**src/hw/rtl/prd_pkg.sv**
```systemverilog
// Package for the pulse rate detector: shared widths, constants, register
// indexes and state types. No dependencies; imported by every module of the block.
package prd_pkg;

  // Configuration register widths and reset values.
  localparam int LEVEL_CFG_W  = 12;
  localparam int PERIOD_W     = 24;
  localparam int WEIGHT_W     = 16;
  localparam int FRAC_W       = 8;

  localparam logic [LEVEL_CFG_W-1:0] BASELINE_START_RST = 12'd2000;
  localparam logic [LEVEL_CFG_W-1:0] RISE_MARGIN_RST    = 12'd250;
  localparam logic [PERIOD_W-1:0]    REPORT_PERIOD_RST  = 24'd500000;
  localparam logic [WEIGHT_W-1:0]    BASELINE_WEIGHT_RST = 16'd3277;
  localparam logic [WEIGHT_W-1:0]    RATE_WEIGHT_RST     = 16'd13107;

  // Register indexes on the configuration port (byte address / 4).
  localparam int CFG_IDX_W = 3;
  localparam logic [CFG_IDX_W-1:0] REG_BASELINE_START  = 3'd0;
  localparam logic [CFG_IDX_W-1:0] REG_RISE_MARGIN     = 3'd1;
  localparam logic [CFG_IDX_W-1:0] REG_REPORT_PERIOD   = 3'd2;
  localparam logic [CFG_IDX_W-1:0] REG_BASELINE_WEIGHT = 3'd3;
  localparam logic [CFG_IDX_W-1:0] REG_RATE_WEIGHT     = 3'd4;

  // Rate arithmetic: Q16.8 beats per minute, 60e6 us/min scaled by 256.
  localparam int RATE_W     = 24;
  localparam int RATE_NUM_W = 34;
  localparam logic [RATE_NUM_W-1:0] RATE_NUMERATOR = 34'd15360000000;
  localparam logic [RATE_W-1:0]     RATE_MAX       = 24'hFFFFFF;
  localparam int BPM_W      = 16;

  // Exponential blend: products are Q.16, rounded at bit 15.
  localparam int BLEND_SHIFT = 16;

  // Top-level sequencer states.
  typedef enum logic [3:0] {
    S_IDLE,
    S_BASE_MUL0,
    S_BASE_MUL1,
    S_BASE_UPD,
    S_DETECT,
    S_DIV_WAIT,
    S_RATE_MUL0,
    S_RATE_MUL1,
    S_RATE_UPD,
    S_REPORT
  } prd_state_t;

  // Divider states.
  typedef enum logic [1:0] {
    DV_IDLE,
    DV_CHECK,
    DV_STEP
  } prd_div_state_t;

endpackage

```
**src/hw/rtl/prd_rate_div.sv**
```systemverilog
// Beat-rate divider: rounded 15,360,000,000 / interval, saturated to 24 bits.
// One quotient bit per cycle after a single saturation check. Uses prd_pkg.
module prd_rate_div #(
  parameter int TIME_BITS = 48
) (
  input  logic                        clk,
  input  logic                        rst,
  input  logic                        start,
  input  logic [TIME_BITS-1:0]        divisor,
  output logic                        done,
  output logic [prd_pkg::RATE_W-1:0]  quotient
);
  import prd_pkg::*;

  localparam int NUM_W = ((TIME_BITS > RATE_NUM_W) ? TIME_BITS : RATE_NUM_W) + 1;
  localparam int CMP_W = TIME_BITS + RATE_W + 1;
  localparam int CNT_W = $clog2(RATE_W + 1);

  prd_div_state_t state, state_next;

  logic [TIME_BITS-1:0] divisor_q;
  logic [NUM_W-1:0]     numer;
  logic [TIME_BITS-1:0] rem;
  logic [RATE_W-1:0]    low_bits;
  logic [CNT_W-1:0]     cnt;

  logic                 sat;
  logic [TIME_BITS:0]   partial;
  logic [TIME_BITS:0]   diff;
  logic                 ge;
  logic                 last_step;

  // A quotient of 2^24 or more means the rate saturates; otherwise the upper
  // numerator bits already sit below the divisor and 24 steps finish the job.
  assign sat       = CMP_W'(numer) >= {1'b0, divisor_q, {RATE_W{1'b0}}};
  assign partial   = {rem, low_bits[RATE_W-1]};
  assign ge        = partial >= {1'b0, divisor_q};
  assign diff      = partial - {1'b0, divisor_q};
  assign last_step = (cnt == CNT_W'(1));

  // Next-state logic.
  always_comb begin
    state_next = state;
    case (state)
      DV_IDLE: begin
        if (start) state_next = DV_CHECK;
      end
      DV_CHECK: begin
        state_next = sat ? DV_IDLE : DV_STEP;
      end
      DV_STEP: begin
        if (last_step) state_next = DV_IDLE;
      end
      default: state_next = DV_IDLE;
    endcase
  end

  // Control registers.
  always_ff @(posedge clk) begin
    if (rst) begin
      state <= DV_IDLE;
      done  <= 1'b0;
    end else begin
      state <= state_next;
      done  <= ((state == DV_CHECK) && sat) || ((state == DV_STEP) && last_step);
    end
  end

  // Restoring division datapath.
  always_ff @(posedge clk) begin
    case (state)
      DV_IDLE: begin
        if (start) begin
          divisor_q <= divisor;
          numer     <= NUM_W'(RATE_NUMERATOR) + NUM_W'(divisor >> 1);
        end
      end
      DV_CHECK: begin
        if (sat) begin
          quotient <= RATE_MAX;
        end else begin
          quotient <= '0;
          rem      <= TIME_BITS'(numer >> RATE_W);
          low_bits <= numer[RATE_W-1:0];
          cnt      <= CNT_W'(RATE_W);
        end
      end
      DV_STEP: begin
        rem      <= ge ? diff[TIME_BITS-1:0] : partial[TIME_BITS-1:0];
        quotient <= {quotient[RATE_W-2:0], ge};
        low_bits <= low_bits << 1;
        cnt      <= cnt - CNT_W'(1);
      end
      default: begin
      end
    endcase
  end

endmodule

```
**src/hw/rtl/pulse_rate_detector.sv**
```systemverilog
// Pulse rate detector top level: sequencer, shared multiply-accumulate unit,
// configuration registers and output register. Uses prd_pkg and prd_rate_div.
//
//   Channel   Signals                                   Direction
//   in        in_valid, in_stall, sample_value,         sample in
//             sample_time_us
//   out       out_valid, out_stall, rate_bpm,           rate report out
//             pulse_active
//   config    psel, penable, pwrite, paddr, pwdata,     register access
//             prdata, pready
//
// An input transaction occupies the block through the baseline blend, detection
// and report states; a pulse start that needs a new rate adds the divider, whose
// 24 one-bit steps are skipped if its first check saturates, and the rate blend.
// All blend products go through one 24x17 multiplier with an accumulator.
// A report waits in the sequencer only while the output register is full and out_stall is high.
// Reset is synchronous and restores the configuration and detector state.
module pulse_rate_detector #(
  parameter int SAMPLE_BITS = 12,
  parameter int TIME_BITS   = 48
) (
  input  logic                   clk,
  input  logic                   rst,
  input  logic                   in_valid,
  output logic                   in_stall,
  input  logic [SAMPLE_BITS-1:0] sample_value,
  input  logic [TIME_BITS-1:0]   sample_time_us,
  output logic                   out_valid,
  input  logic                   out_stall,
  output logic [prd_pkg::BPM_W-1:0] rate_bpm,
  output logic                   pulse_active,
  input  logic                   psel,
  input  logic                   penable,
  input  logic                   pwrite,
  input  logic [4:0]             paddr,
  input  logic [31:0]            pwdata,
  output logic [31:0]            prdata,
  output logic                   pready
);
  import prd_pkg::*;

  localparam int LVL_W   = ((SAMPLE_BITS > LEVEL_CFG_W) ? SAMPLE_BITS : LEVEL_CFG_W) + FRAC_W;
  localparam int MUL_A_W = (LVL_W > RATE_W) ? LVL_W : RATE_W;
  localparam int MUL_B_W = WEIGHT_W + 1;
  localparam int ACC_W   = MUL_A_W + MUL_B_W;

  prd_state_t state, state_next;

  // Configuration registers.
  logic [LEVEL_CFG_W-1:0] baseline_start;
  logic [LEVEL_CFG_W-1:0] rise_margin;
  logic [PERIOD_W-1:0]    report_period_us;
  logic [WEIGHT_W-1:0]    baseline_weight;
  logic [WEIGHT_W-1:0]    rate_weight;

  // Detector state.
  logic [LVL_W-1:0]     baseline_level;
  logic                 in_pulse;
  logic                 have_prior_pulse;
  logic [TIME_BITS-1:0] prior_pulse_time;
  logic [RATE_W-1:0]    smoothed_rate;
  logic [TIME_BITS-1:0] last_report_stamp;

  // Captured transaction and arithmetic registers.
  logic [SAMPLE_BITS-1:0] sample;
  logic [TIME_BITS-1:0]   now;
  logic [ACC_W-1:0]       acc;

  logic                 cfg_write;
  logic [CFG_IDX_W-1:0] cfg_index;
  logic [LVL_W-1:0]     scaled;
  logic [LVL_W:0]       threshold;
  logic                 rise;
  logic                 fall;
  logic [TIME_BITS-1:0] interval;
  logic [TIME_BITS-1:0] elapsed;
  logic                 report_due;
  logic [MUL_B_W-1:0]   base_inv;
  logic [MUL_B_W-1:0]   rate_inv;
  logic [MUL_A_W-1:0]   mul_a;
  logic [MUL_B_W-1:0]   mul_b;
  logic [ACC_W-1:0]     product;
  logic [ACC_W-1:0]     round_const;
  logic                 div_start;
  logic                 div_done;
  logic [RATE_W-1:0]    div_quotient;
  logic                 out_load;
  logic [RATE_W:0]      bpm_round;
  logic [RATE_W-FRAC_W:0] bpm_full;
  logic [BPM_W-1:0]     bpm_sat;

  // Configuration port decode.
  assign pready    = 1'b1;
  assign cfg_write = psel & penable & pwrite & pready;
  assign cfg_index = paddr[4:2];

  always_comb begin
    case (cfg_index)
      REG_BASELINE_START:  prdata = 32'(baseline_start);
      REG_RISE_MARGIN:     prdata = 32'(rise_margin);
      REG_REPORT_PERIOD:   prdata = 32'(report_period_us);
      REG_BASELINE_WEIGHT: prdata = 32'(baseline_weight);
      REG_RATE_WEIGHT:     prdata = 32'(rate_weight);
      default:             prdata = '0;
    endcase
  end

  // Pulse and report decisions on the updated baseline.
  assign scaled     = LVL_W'({sample, {FRAC_W{1'b0}}});
  assign threshold  = (LVL_W+1)'(baseline_level) + (LVL_W+1)'({rise_margin, {FRAC_W{1'b0}}});
  assign rise       = !in_pulse && ((LVL_W+1)'(scaled) > threshold);
  assign fall       = in_pulse && (scaled < baseline_level);
  assign interval   = now - prior_pulse_time;
  assign elapsed    = now - last_report_stamp;
  assign report_due = elapsed > TIME_BITS'(report_period_us);

  // Shared multiplier; weights of old values are 1 - w in Q1.16.
  assign base_inv    = (MUL_B_W'(1) << WEIGHT_W) - MUL_B_W'(baseline_weight);
  assign rate_inv    = (MUL_B_W'(1) << WEIGHT_W) - MUL_B_W'(rate_weight);
  assign product     = ACC_W'(mul_a) * ACC_W'(mul_b);
  assign round_const = ACC_W'(1) << (BLEND_SHIFT - 1);

  // Reported rate: round Q16.8 to an integer and saturate to 16 bits.
  assign bpm_round = (RATE_W+1)'(smoothed_rate) + (RATE_W+1)'(1 << (FRAC_W - 1));
  assign bpm_full  = bpm_round[RATE_W:FRAC_W];
  assign bpm_sat   = (bpm_full > (RATE_W-FRAC_W+1)'({BPM_W{1'b1}})) ?
                     {BPM_W{1'b1}} : bpm_full[BPM_W-1:0];

  // Sequencer: next state and operand selection.
  always_comb begin
    state_next = state;
    mul_a      = '0;
    mul_b      = '0;
    div_start  = 1'b0;
    out_load   = 1'b0;
    case (state)
      S_IDLE: begin
        if (in_valid) state_next = S_BASE_MUL0;
      end
      S_BASE_MUL0: begin
        mul_a      = MUL_A_W'(baseline_level);
        mul_b      = base_inv;
        state_next = S_BASE_MUL1;
      end
      S_BASE_MUL1: begin
        mul_a      = MUL_A_W'(scaled);
        mul_b      = MUL_B_W'(baseline_weight);
        state_next = S_BASE_UPD;
      end
      S_BASE_UPD: begin
        state_next = S_DETECT;
      end
      S_DETECT: begin
        if (rise && have_prior_pulse && (interval != '0)) begin
          div_start  = 1'b1;
          state_next = S_DIV_WAIT;
        end else begin
          state_next = S_REPORT;
        end
      end
      S_DIV_WAIT: begin
        if (div_done) state_next = S_RATE_MUL0;
      end
      S_RATE_MUL0: begin
        mul_a      = MUL_A_W'(smoothed_rate);
        mul_b      = rate_inv;
        state_next = S_RATE_MUL1;
      end
      S_RATE_MUL1: begin
        mul_a      = MUL_A_W'(div_quotient);
        mul_b      = MUL_B_W'(rate_weight);
        state_next = S_RATE_UPD;
      end
      S_RATE_UPD: begin
        state_next = S_REPORT;
      end
      S_REPORT: begin
        if (!report_due) begin
          state_next = S_IDLE;
        end else if (!out_valid || !out_stall) begin
          out_load   = 1'b1;
          state_next = S_IDLE;
        end
      end
      default: state_next = S_IDLE;
    endcase
  end

  assign in_stall = (state != S_IDLE);

  // State register.
  always_ff @(posedge clk) begin
    if (rst) begin
      state <= S_IDLE;
    end else begin
      state <= state_next;
    end
  end

  // Configuration and detector state.
  always_ff @(posedge clk) begin
    if (rst) begin
      baseline_start    <= BASELINE_START_RST;
      rise_margin       <= RISE_MARGIN_RST;
      report_period_us  <= REPORT_PERIOD_RST;
      baseline_weight   <= BASELINE_WEIGHT_RST;
      rate_weight       <= RATE_WEIGHT_RST;
      baseline_level    <= LVL_W'({BASELINE_START_RST, {FRAC_W{1'b0}}});
      in_pulse          <= 1'b0;
      have_prior_pulse  <= 1'b0;
      prior_pulse_time  <= '0;
      smoothed_rate     <= '0;
      last_report_stamp <= '0;
    end else begin
      if (cfg_write) begin
        case (cfg_index)
          REG_BASELINE_START: begin
            baseline_start <= pwdata[LEVEL_CFG_W-1:0];
            baseline_level <= LVL_W'({pwdata[LEVEL_CFG_W-1:0], {FRAC_W{1'b0}}});
          end
          REG_RISE_MARGIN:     rise_margin      <= pwdata[LEVEL_CFG_W-1:0];
          REG_REPORT_PERIOD:   report_period_us <= pwdata[PERIOD_W-1:0];
          REG_BASELINE_WEIGHT: baseline_weight  <= pwdata[WEIGHT_W-1:0];
          REG_RATE_WEIGHT:     rate_weight      <= pwdata[WEIGHT_W-1:0];
          default: begin
          end
        endcase
      end
      case (state)
        S_BASE_UPD: begin
          baseline_level <= LVL_W'(acc >> BLEND_SHIFT);
        end
        S_DETECT: begin
          if (rise) begin
            in_pulse         <= 1'b1;
            prior_pulse_time <= now;
            have_prior_pulse <= 1'b1;
          end else if (fall) begin
            in_pulse <= 1'b0;
          end
        end
        S_RATE_UPD: begin
          smoothed_rate <= RATE_W'(acc >> BLEND_SHIFT);
        end
        S_REPORT: begin
          if (out_load) last_report_stamp <= now;
        end
        default: begin
        end
      endcase
    end
  end

  // Captured transaction and multiply-accumulate register.
  always_ff @(posedge clk) begin
    if ((state == S_IDLE) && in_valid) begin
      sample <= sample_value;
      now    <= sample_time_us;
    end
    if (state inside {S_BASE_MUL0, S_RATE_MUL0}) begin
      acc <= round_const + product;
    end else if (state inside {S_BASE_MUL1, S_RATE_MUL1}) begin
      acc <= acc + product;
    end
  end

  // Output register.
  always_ff @(posedge clk) begin
    if (rst) begin
      out_valid <= 1'b0;
    end else if (out_load) begin
      out_valid <= 1'b1;
    end else if (!out_stall) begin
      out_valid <= 1'b0;
    end
  end

  always_ff @(posedge clk) begin
    if (out_load) begin
      rate_bpm     <= bpm_sat;
      pulse_active <= in_pulse;
    end
  end

  // Beat interval to rate conversion.
  prd_rate_div #(
    .TIME_BITS (TIME_BITS)
  ) u_rate_div (
    .clk      (clk),
    .rst      (rst),
    .start    (div_start),
    .divisor  (interval),
    .done     (div_done),
    .quotient (div_quotient)
  );

endmodule
```
**config.mk**
```make
export PLATFORM = sky130hd
export DESIGN_NAME = pulse_rate_detector
export DESIGN_NICKNAME = d
export VERILOG_FILES = /design/src/hw/rtl/prd_pkg.sv /design/src/hw/rtl/prd_rate_div.sv /design/src/hw/rtl/pulse_rate_detector.sv
export SDC_FILE = /design/constraint.sdc
export NUM_CORES = 2
export LEC_CHECK = 0
export BUFFER_PORTS_ARGS = -buffer_cell sky130_fd_sc_hd__buf_2
export CORE_ASPECT_RATIO = 1.4
export CORE_MARGIN = 2
export CORE_UTILIZATION = 32
export DETAILED_ROUTE_END_ITERATION = 7
export GPL_TIMING_DRIVEN = 1
export PLACE_DENSITY_LB_ADDON = 0.3
export SLEW_MARGIN = 20
export SYNTH_ARGS = -nofsm -noshare
export SYNTH_HDL_FRONTEND = slang
export SYNTH_HIERARCHICAL = 1
export SYNTH_SLANG_ARGS = --single-unit
```
**constraint.sdc**
```tcl
create_clock -name clk -period 17.9 [get_ports clk]
set_clock_uncertainty 0.2 [all_clocks]
set_input_delay 3.58 -clock clk [delete_from_list [all_inputs] [get_ports clk]]
set_output_delay 3.58 -clock clk [all_outputs]
set_load 0.005 [all_outputs]
```
## Yosys cells after proc, flatten, opt, wreduce, memory -nomap -nowiden

Index checks and enable logic that the tools add are counted.

- Add/sub/neg operators: 11
- $mul: 1
- Magnitude comparators: 6
- Equality and inequality tests: 23
- Mux-type cells: 36
- Bitwise gates (word level): 2
- Reduce and logical (&&, ||, !) cells: 37

Operators by type and width:

| operator | number |
|---|---|
| 48-bit subtractor | 3 |
| 24-bit case mux with 5 select lines | 1 |
| 48-bit 2-to-1 mux | 2 |
| 24-bit case mux with 2 select lines | 2 |
| 24-bit case mux with 4 select lines | 1 |
| 48-bit case mux with 2 select lines | 1 |
| 41-bit 2-to-1 mux | 2 |
| 49-bit by 72-bit >= comparator with 1-bit output | 1 |
| 17-bit case mux with 4 select lines | 1 |
| 20-bit 2-to-1 mux | 3 |
| 49-bit by 48-bit >= comparator with 1-bit output | 1 |
| 34-bit by 47-bit adder with 48-bit output, first input constant | 1 |
| 48-bit by 24-bit greater-than comparator with 1-bit output | 1 |
| 24-bit 2-to-1 mux | 2 |
| 48-bit nonzero test | 1 |
| 16-bit by 41-bit adder with 41-bit output, first input constant | 1 |
| 41-bit adder | 1 |
| 24-bit by 17-bit multiplier with 41-bit output | 1 |
| 4-bit case mux with 10 select lines | 1 |
| 17-bit by 16-bit subtractor with 17-bit output, first input constant | 2 |
| 24-bit by 8-bit adder with 25-bit output, second input constant | 1 |
| 2-bit AND reduction | 12 |
| 20-bit by 20-bit adder with 21-bit output | 1 |
| 20-bit by 21-bit greater-than comparator with 1-bit output | 1 |
| other kinds (32) | 72 |

- Register bits after elaboration: 546
- Input bits: 104
- Output and inout port bits: 52
- Word-level logic and storage cells: 142

## Logic depth before layout (Yosys ltp)

- Word-level depth: 9
- Mapped depth: 48
- Depth with buffers taken out: 44

## Modules after synthesis

The synthesis kept the hierarchy.

Modules (own cells, without submodules):

| module | instances | cells each | area an instance (um2) | seq. area each (um2) |
|---|---|---|---|---|
| pulse_rate_detector | 1 | 4724 | 38593.3 | 8057.7 |
| prd_rate_div | 1 | 1064 | 11225.8 | 5495.3 |

## Worst setup path before layout

Ideal clock, no wire load.

- Kind: flip-flop to flip-flop
- Start point: register, netlist name state[0]
- End point: register acc[39], data pin
- Library setup time: 0.259 ns
- Arrival: 10.042 ns
- Data required time: 17.441 ns
- Path slack: 7.398 ns
- Cell stages (with the launch flop): 44
- Clock period less this slack: 10.502 ns
- Cells stage by stage: dfxtp_1 clkbuf_1 nor2_1 nand3_1 clkbuf_1 nor3_1 o21bai_1 nor2_1 o21a_1 nand2_1 or2_2 xor2_1 a221oi_1 clkbuf_1 nor2_1 fa_1 fa_1 fa_1 [... 8 more ...] a22oi_1 o211ai_1 a21oi_1 o21bai_1 xor2_1 ha_1 nand4_1 inv_1 a21oi_1 nand2_1 and2_1 a41o_1 a2111oi_0 o31ai_1 a21oi_1 nand3b_1 a21oi_1 xnor2_1

RTL lines:

| item | RTL line | text |
|---|---|---|
| to (signal assigned) | pulse_rate_detector.sv:261 | `acc <= round_const + product;` |
| to (signal assigned) | pulse_rate_detector.sv:263 | `acc <= acc + product;` |
| to (decl) | pulse_rate_detector.sv:67 | `logic [ACC_W-1:0] acc;` |

==> results by group <==
Status
  – Run status: complete, no violations

Placed design
  – Placed insts: 7787
  – Number of port buffers: 136
  – Final HPWL DP: 120000 um
  – Weighted congestion reported at the end of routability-driven placement: about 0.94

Hold path
  – Worst min-delay path category: register to register
  – Critical hold path startpoint: baseline_start[2]$_SDFFE_PP0P_
  – Hold path cells: 2

Clock network
  – Worst-case clock buffer depth: 3
  – Post-cts repair resize count: 0
  – H-tree level count: 2
  – Post-CTS Hold Buffers: 0
  – Total number of clock tree sinks: 528
  – Clock edge transition at the registers on the reported setup and hold paths: approximately 0.07 ns
  – Number of buffers inserted during clock tree synthesis: 56
  – Setup repair bufs after CTS: 0
  – Root Buffer Master: sky130_fd_sc_hd__clkbuf_16
  – Clock tree from TritonCTS: built
  – Insertion delay to the later sink of the worst-skew pair: 0.64 ns

Synth
  – Yosys top cell by area: sky130_fd_sc_hd__edfxtp_1
  – Share of synthesized area occupied by flip-flops and latches: ~27%
  – Count of synthesis-stage warnings from yosys: 6
  – Leading cell types by total area after synthesis: sky130_fd_sc_hd__edfxtp_1, sky130_fd_sc_hd__fa_1, sky130_fd_sc_hd__ha_1
  – Portion of synthesized cell area occupied by the leading cell type: 18.0%
  – Synthesized area per cell: about 8.6 sq um
  – Number of enable flip-flop cells after synthesis: 298
  – Synthesized flop and latch total: 528
  – Distinct cell type count of the synthesized netlist: 96
  – Most instantiated flip-flop cell in the synthesis netlist: sky130_fd_sc_hd__edfxtp_1
  – Post-synthesis cell count: 5788
  – Post-synth design cell area: 49800 sq um
  – Post-synthesis async set-or-reset flop share: 0%

STA
  – Fin Setup TNS: 0 ns
  – Worst Max-Slew Pin Slew: about 1.2 ns
  – Tmin final: 12.86 ns
  – Final-report setup violation count: 0
  – RSZ-0062 raised after global routing: no
  – Highest achievable clock rate: 0.0778 GHz
  – Relative slew slack: about 20%
  – Number of hold violations in the final report: 0
  – Slew Limit Fails: 0
  – Share of the cycle needed by the critical path after routing: 71.8%

Global route
  – Vias in the first global route: between 40000 and 50000
  – Largest net degree at the start of global routing: 96
  – Tot GR Track Use: about a fifth
  – Total grt overflow: 0
  – First-pass GRT wire length: about 240000 um
  – Antenna violations before repair: 8

Finish
  – Signed area change from the synthesized netlist to the final layout: 9.19%
  – Post-Layout Cell Count: 7892
  – Number of nets in the finished design: 6593
  – Filler cells: 16200
  – Fraction of layout instances using a drive strength above 1: about 6.6%
  – Ant diodes: 0

Die
  – Die height: 471 um
  – Die width: 337 um
  – Effective utilization at floorplan: between 30% and 40%
  – Number of placement rows: 171
  – Total die area: 159000 sq um
  – Core region area: between 150000 and 200000 sq um
  – Top-Level Pins: between 150 and 200

Critical path
  – Data arrival time of the worst path: 13.00 ns
  – Cell with the biggest individual delay on the critical path: sky130_fd_sc_hd__dfxtp_1
  – Worst-path maximum fanout: 32
  – Delay of the slowest cell on the worst path: approximately 0.68 ns
  – Critical path startpoint: state[1]$_SDFFE_PP0P_
  – Worst Path Required: 18.04 ns
  – Worst R2R Start: state[1]$_SDFFE_PP0P_
  – Reg2reg path depth: 41
  – Cell occurring most often along the worst timing path: sky130_fd_sc_hd__fa_1
  – Type of destination of the critical path: register
  – Startpoint Class: register
  – Worst Path Class, Setup: register to register

Routing
  – Number of DRC violations after detailed routing: 0
  – Final antenna-violating net count: 0
  – Total number of vias: 41000
  – Wirelength per Cell: 19.3 um
  – Number of vias per cell after detailed routing: approximately 5.2
  – Total length of routed wires: 153000 um
  – First-pass iteration count of the detailed router: 6
  – Initial detailed-routing violation count: between 2000 and 3000

Power
  – Total power per unit cell area: 69.0 nW/um^2
  – Largest voltage drop on the vdd net: about 90 uV
  – Leakage Power: 23.6 nW

Flow run
  – Max Cap Viol: 0
registers in the layout, indices dropped and copies added, names as in the netlist, 5 cells and up:
| name | cells |
|---|---|
| rise_margin | 12 |
| u_rate_div/divisor_q | 48 |
| rate_bpm | 16 |
| now | 48 |
| baseline_start | 12 |
| last_report_stamp | 48 |
| u_rate_div/numer | 32 |
| u_rate_div/cnt | 5 |
| smoothed_rate | 24 |
| u_rate_div/quotient | 24 |
| report_period_us | 24 |
| baseline_level | 20 |
| u_rate_div/rem | 48 |
| sample | 12 |
| prior_pulse_time | 48 |
| rate_weight | 16 |
| acc | 40 |
| baseline_weight | 16 |
| u_rate_div/low_bits | 24 |
synthesized netlist by cell type (23+ instances only):
library cell               number
sky130_fd_sc_hd__a211oi_1      32
sky130_fd_sc_hd__a21o_1       158
sky130_fd_sc_hd__a21oi_1      394
sky130_fd_sc_hd__a22oi_1       40
sky130_fd_sc_hd__a31oi_1       48
sky130_fd_sc_hd__and2_1       106
sky130_fd_sc_hd__and3_1        50
sky130_fd_sc_hd__clkbuf_1     234
sky130_fd_sc_hd__dfxtp_1      230
sky130_fd_sc_hd__edfxtp_1     298
sky130_fd_sc_hd__fa_1         333
sky130_fd_sc_hd__ha_1         387
sky130_fd_sc_hd__inv_1        685
sky130_fd_sc_hd__mux2i_1      153
sky130_fd_sc_hd__nand2_1      827
sky130_fd_sc_hd__nand2b_1     145
sky130_fd_sc_hd__nand3_1      116
sky130_fd_sc_hd__nand3b_1      35
sky130_fd_sc_hd__nand4_1       61
sky130_fd_sc_hd__nor2_1       321
sky130_fd_sc_hd__nor2b_1       37
sky130_fd_sc_hd__nor3_1        84
sky130_fd_sc_hd__nor4_1        33
sky130_fd_sc_hd__o211ai_1      36
sky130_fd_sc_hd__o21a_1        37
sky130_fd_sc_hd__o21ai_0      178
sky130_fd_sc_hd__o21ai_1       34
sky130_fd_sc_hd__o21bai_1      41
sky130_fd_sc_hd__or3_1         23
sky130_fd_sc_hd__xnor2_1      167
sky130_fd_sc_hd__xor2_1       118
through the flow:
stage / power [mW] / area [sq um] / setup WS [ns] / hold slack (ns) / utilization, %
6_report: 3.75 / 54400 / 5.04 / 0.257 / 35.1
5_1_grt: 3.96 / 54400 / 4.03 / 0.277 / 35.1
4_1_cts: 3.79 / 54400 / 5.06 / 0.259 / 35.1
3_5_place_dp: 2.57 / 52500 / 5.12 / 0.250 / 33.9
3_3_place_gp: 2.56 / 52500 / 5.26 / 0.244 / 33.9
2_1_floorplan: 2.23 / 49800 / 7.40 / 0.227 / -
critical path, delay by kind of cell (launching register included):
family | cells | cell delay, ns
AOI/OAI and AO/OA | 14 | 3.89
xor gates and xnor gates | 3 | 0.81
buffers and inverters | 5 | 0.74
and+or+nand+nor | 11 | 2.21
adders and majority gates | 8 | 3.99
DFF | 1 | 0.68
cells in the final DEF (no fill, tap or decap), types with 23 or more instances in the layout:
cell / Yosys / final
sky130_fd_sc_hd__a211oi_1: 32 / 32
sky130_fd_sc_hd__a21o_1: 158 / 158
sky130_fd_sc_hd__a21oi_1: 394 / 393
sky130_fd_sc_hd__a22oi_1: 40 / 40
sky130_fd_sc_hd__a31oi_1: 48 / 48
sky130_fd_sc_hd__and2_1: 106 / 103
sky130_fd_sc_hd__and3_1: 50 / 48
sky130_fd_sc_hd__buf_2: 12 / 135
sky130_fd_sc_hd__buf_4: 12 / 58
sky130_fd_sc_hd__clkbuf_16: 0 / 59
sky130_fd_sc_hd__dfxtp_1: 230 / 230
sky130_fd_sc_hd__edfxtp_1: 298 / 298
sky130_fd_sc_hd__fa_1: 333 / 333
sky130_fd_sc_hd__ha_1: 387 / 386
sky130_fd_sc_hd__inv_1: 685 / 685
sky130_fd_sc_hd__mux2i_1: 153 / 153
sky130_fd_sc_hd__nand2_1: 827 / 825
sky130_fd_sc_hd__nand2b_1: 145 / 145
sky130_fd_sc_hd__nand3_1: 116 / 116
sky130_fd_sc_hd__nand3b_1: 35 / 35
sky130_fd_sc_hd__nand4_1: 61 / 61
sky130_fd_sc_hd__nor2_1: 321 / 317
sky130_fd_sc_hd__nor2b_1: 37 / 37
sky130_fd_sc_hd__nor3_1: 84 / 81
sky130_fd_sc_hd__nor4_1: 33 / 33
sky130_fd_sc_hd__o211ai_1: 36 / 36
sky130_fd_sc_hd__o21a_1: 37 / 37
sky130_fd_sc_hd__o21ai_0: 178 / 178
sky130_fd_sc_hd__o21ai_1: 34 / 31
sky130_fd_sc_hd__o21bai_1: 41 / 41
sky130_fd_sc_hd__or3_1: 23 / 23
sky130_fd_sc_hd__xnor2_1: 167 / 167
sky130_fd_sc_hd__xor2_1: 118 / 118
where the power goes:
group	internal (mW)	switching [mW]	total, mW	leakage [nW]
Combinational	0.420	0.708	1.13	18.1
Sequential	1.36	0.0605	1.42	4.60
Clock	0.671	0.533	1.20	0.942
Total	2.45	1.30	3.75	23.6
kinds of logic after synthesis:
group	synth area share, %
flip-flops	27.2
other	0.0151
XOR/XNOR	5.01
multiplexers	3.39
adder cells (fa/ha/maj)	23.1
buffers and inverters	7.50
AO/OA/AOI/OAI	15.6
AND/OR/NAND/NOR	18.1
layer usage:
| layer | routed length [um] | vias to the layer above | global-route usage (%) |
|---|---|---|---|
| li1 | - | 19700 | - |
| met3 | 5740 | 232 | 1.59 |
| met4 | 5750 | 0 | 6.56 |
| met5 | 0 | - | 0 |
| met1 | 63800 | 20100 | 23.5 |
| met2 | 77400 | 982 | 34.3 |
cell type report:
cell class / count / area, sq um / share of cell area [%]
Clock buffer: 70 / 1570 / 2.88
Timing Repair Buffer: 194 / 1120 / 2.06
Tap cell: 2076 / 2600 / 4.77
Inverter: 687 / 2580 / 4.74
Multi-Input combinational cell: 4302 / 32700 / 60.0
Sequential cell: 528 / 13600 / 24.9
Clock inverter: 35 / 314 / 0.577
final timing paths:
kind | endpoint | slack, ns
worst min register to register | baseline_start[2]$_SDFFE_PP0P_ | 0.26
worst max register to register | acc[37]$_DFFE_PP_ | 5.04
worst max-delay path | acc[37]$_DFFE_PP_ | 5.04
worst min-delay path | baseline_start[2]$_SDFFE_PP0P_ | 0.26
(Power assumes the default switching activity.)
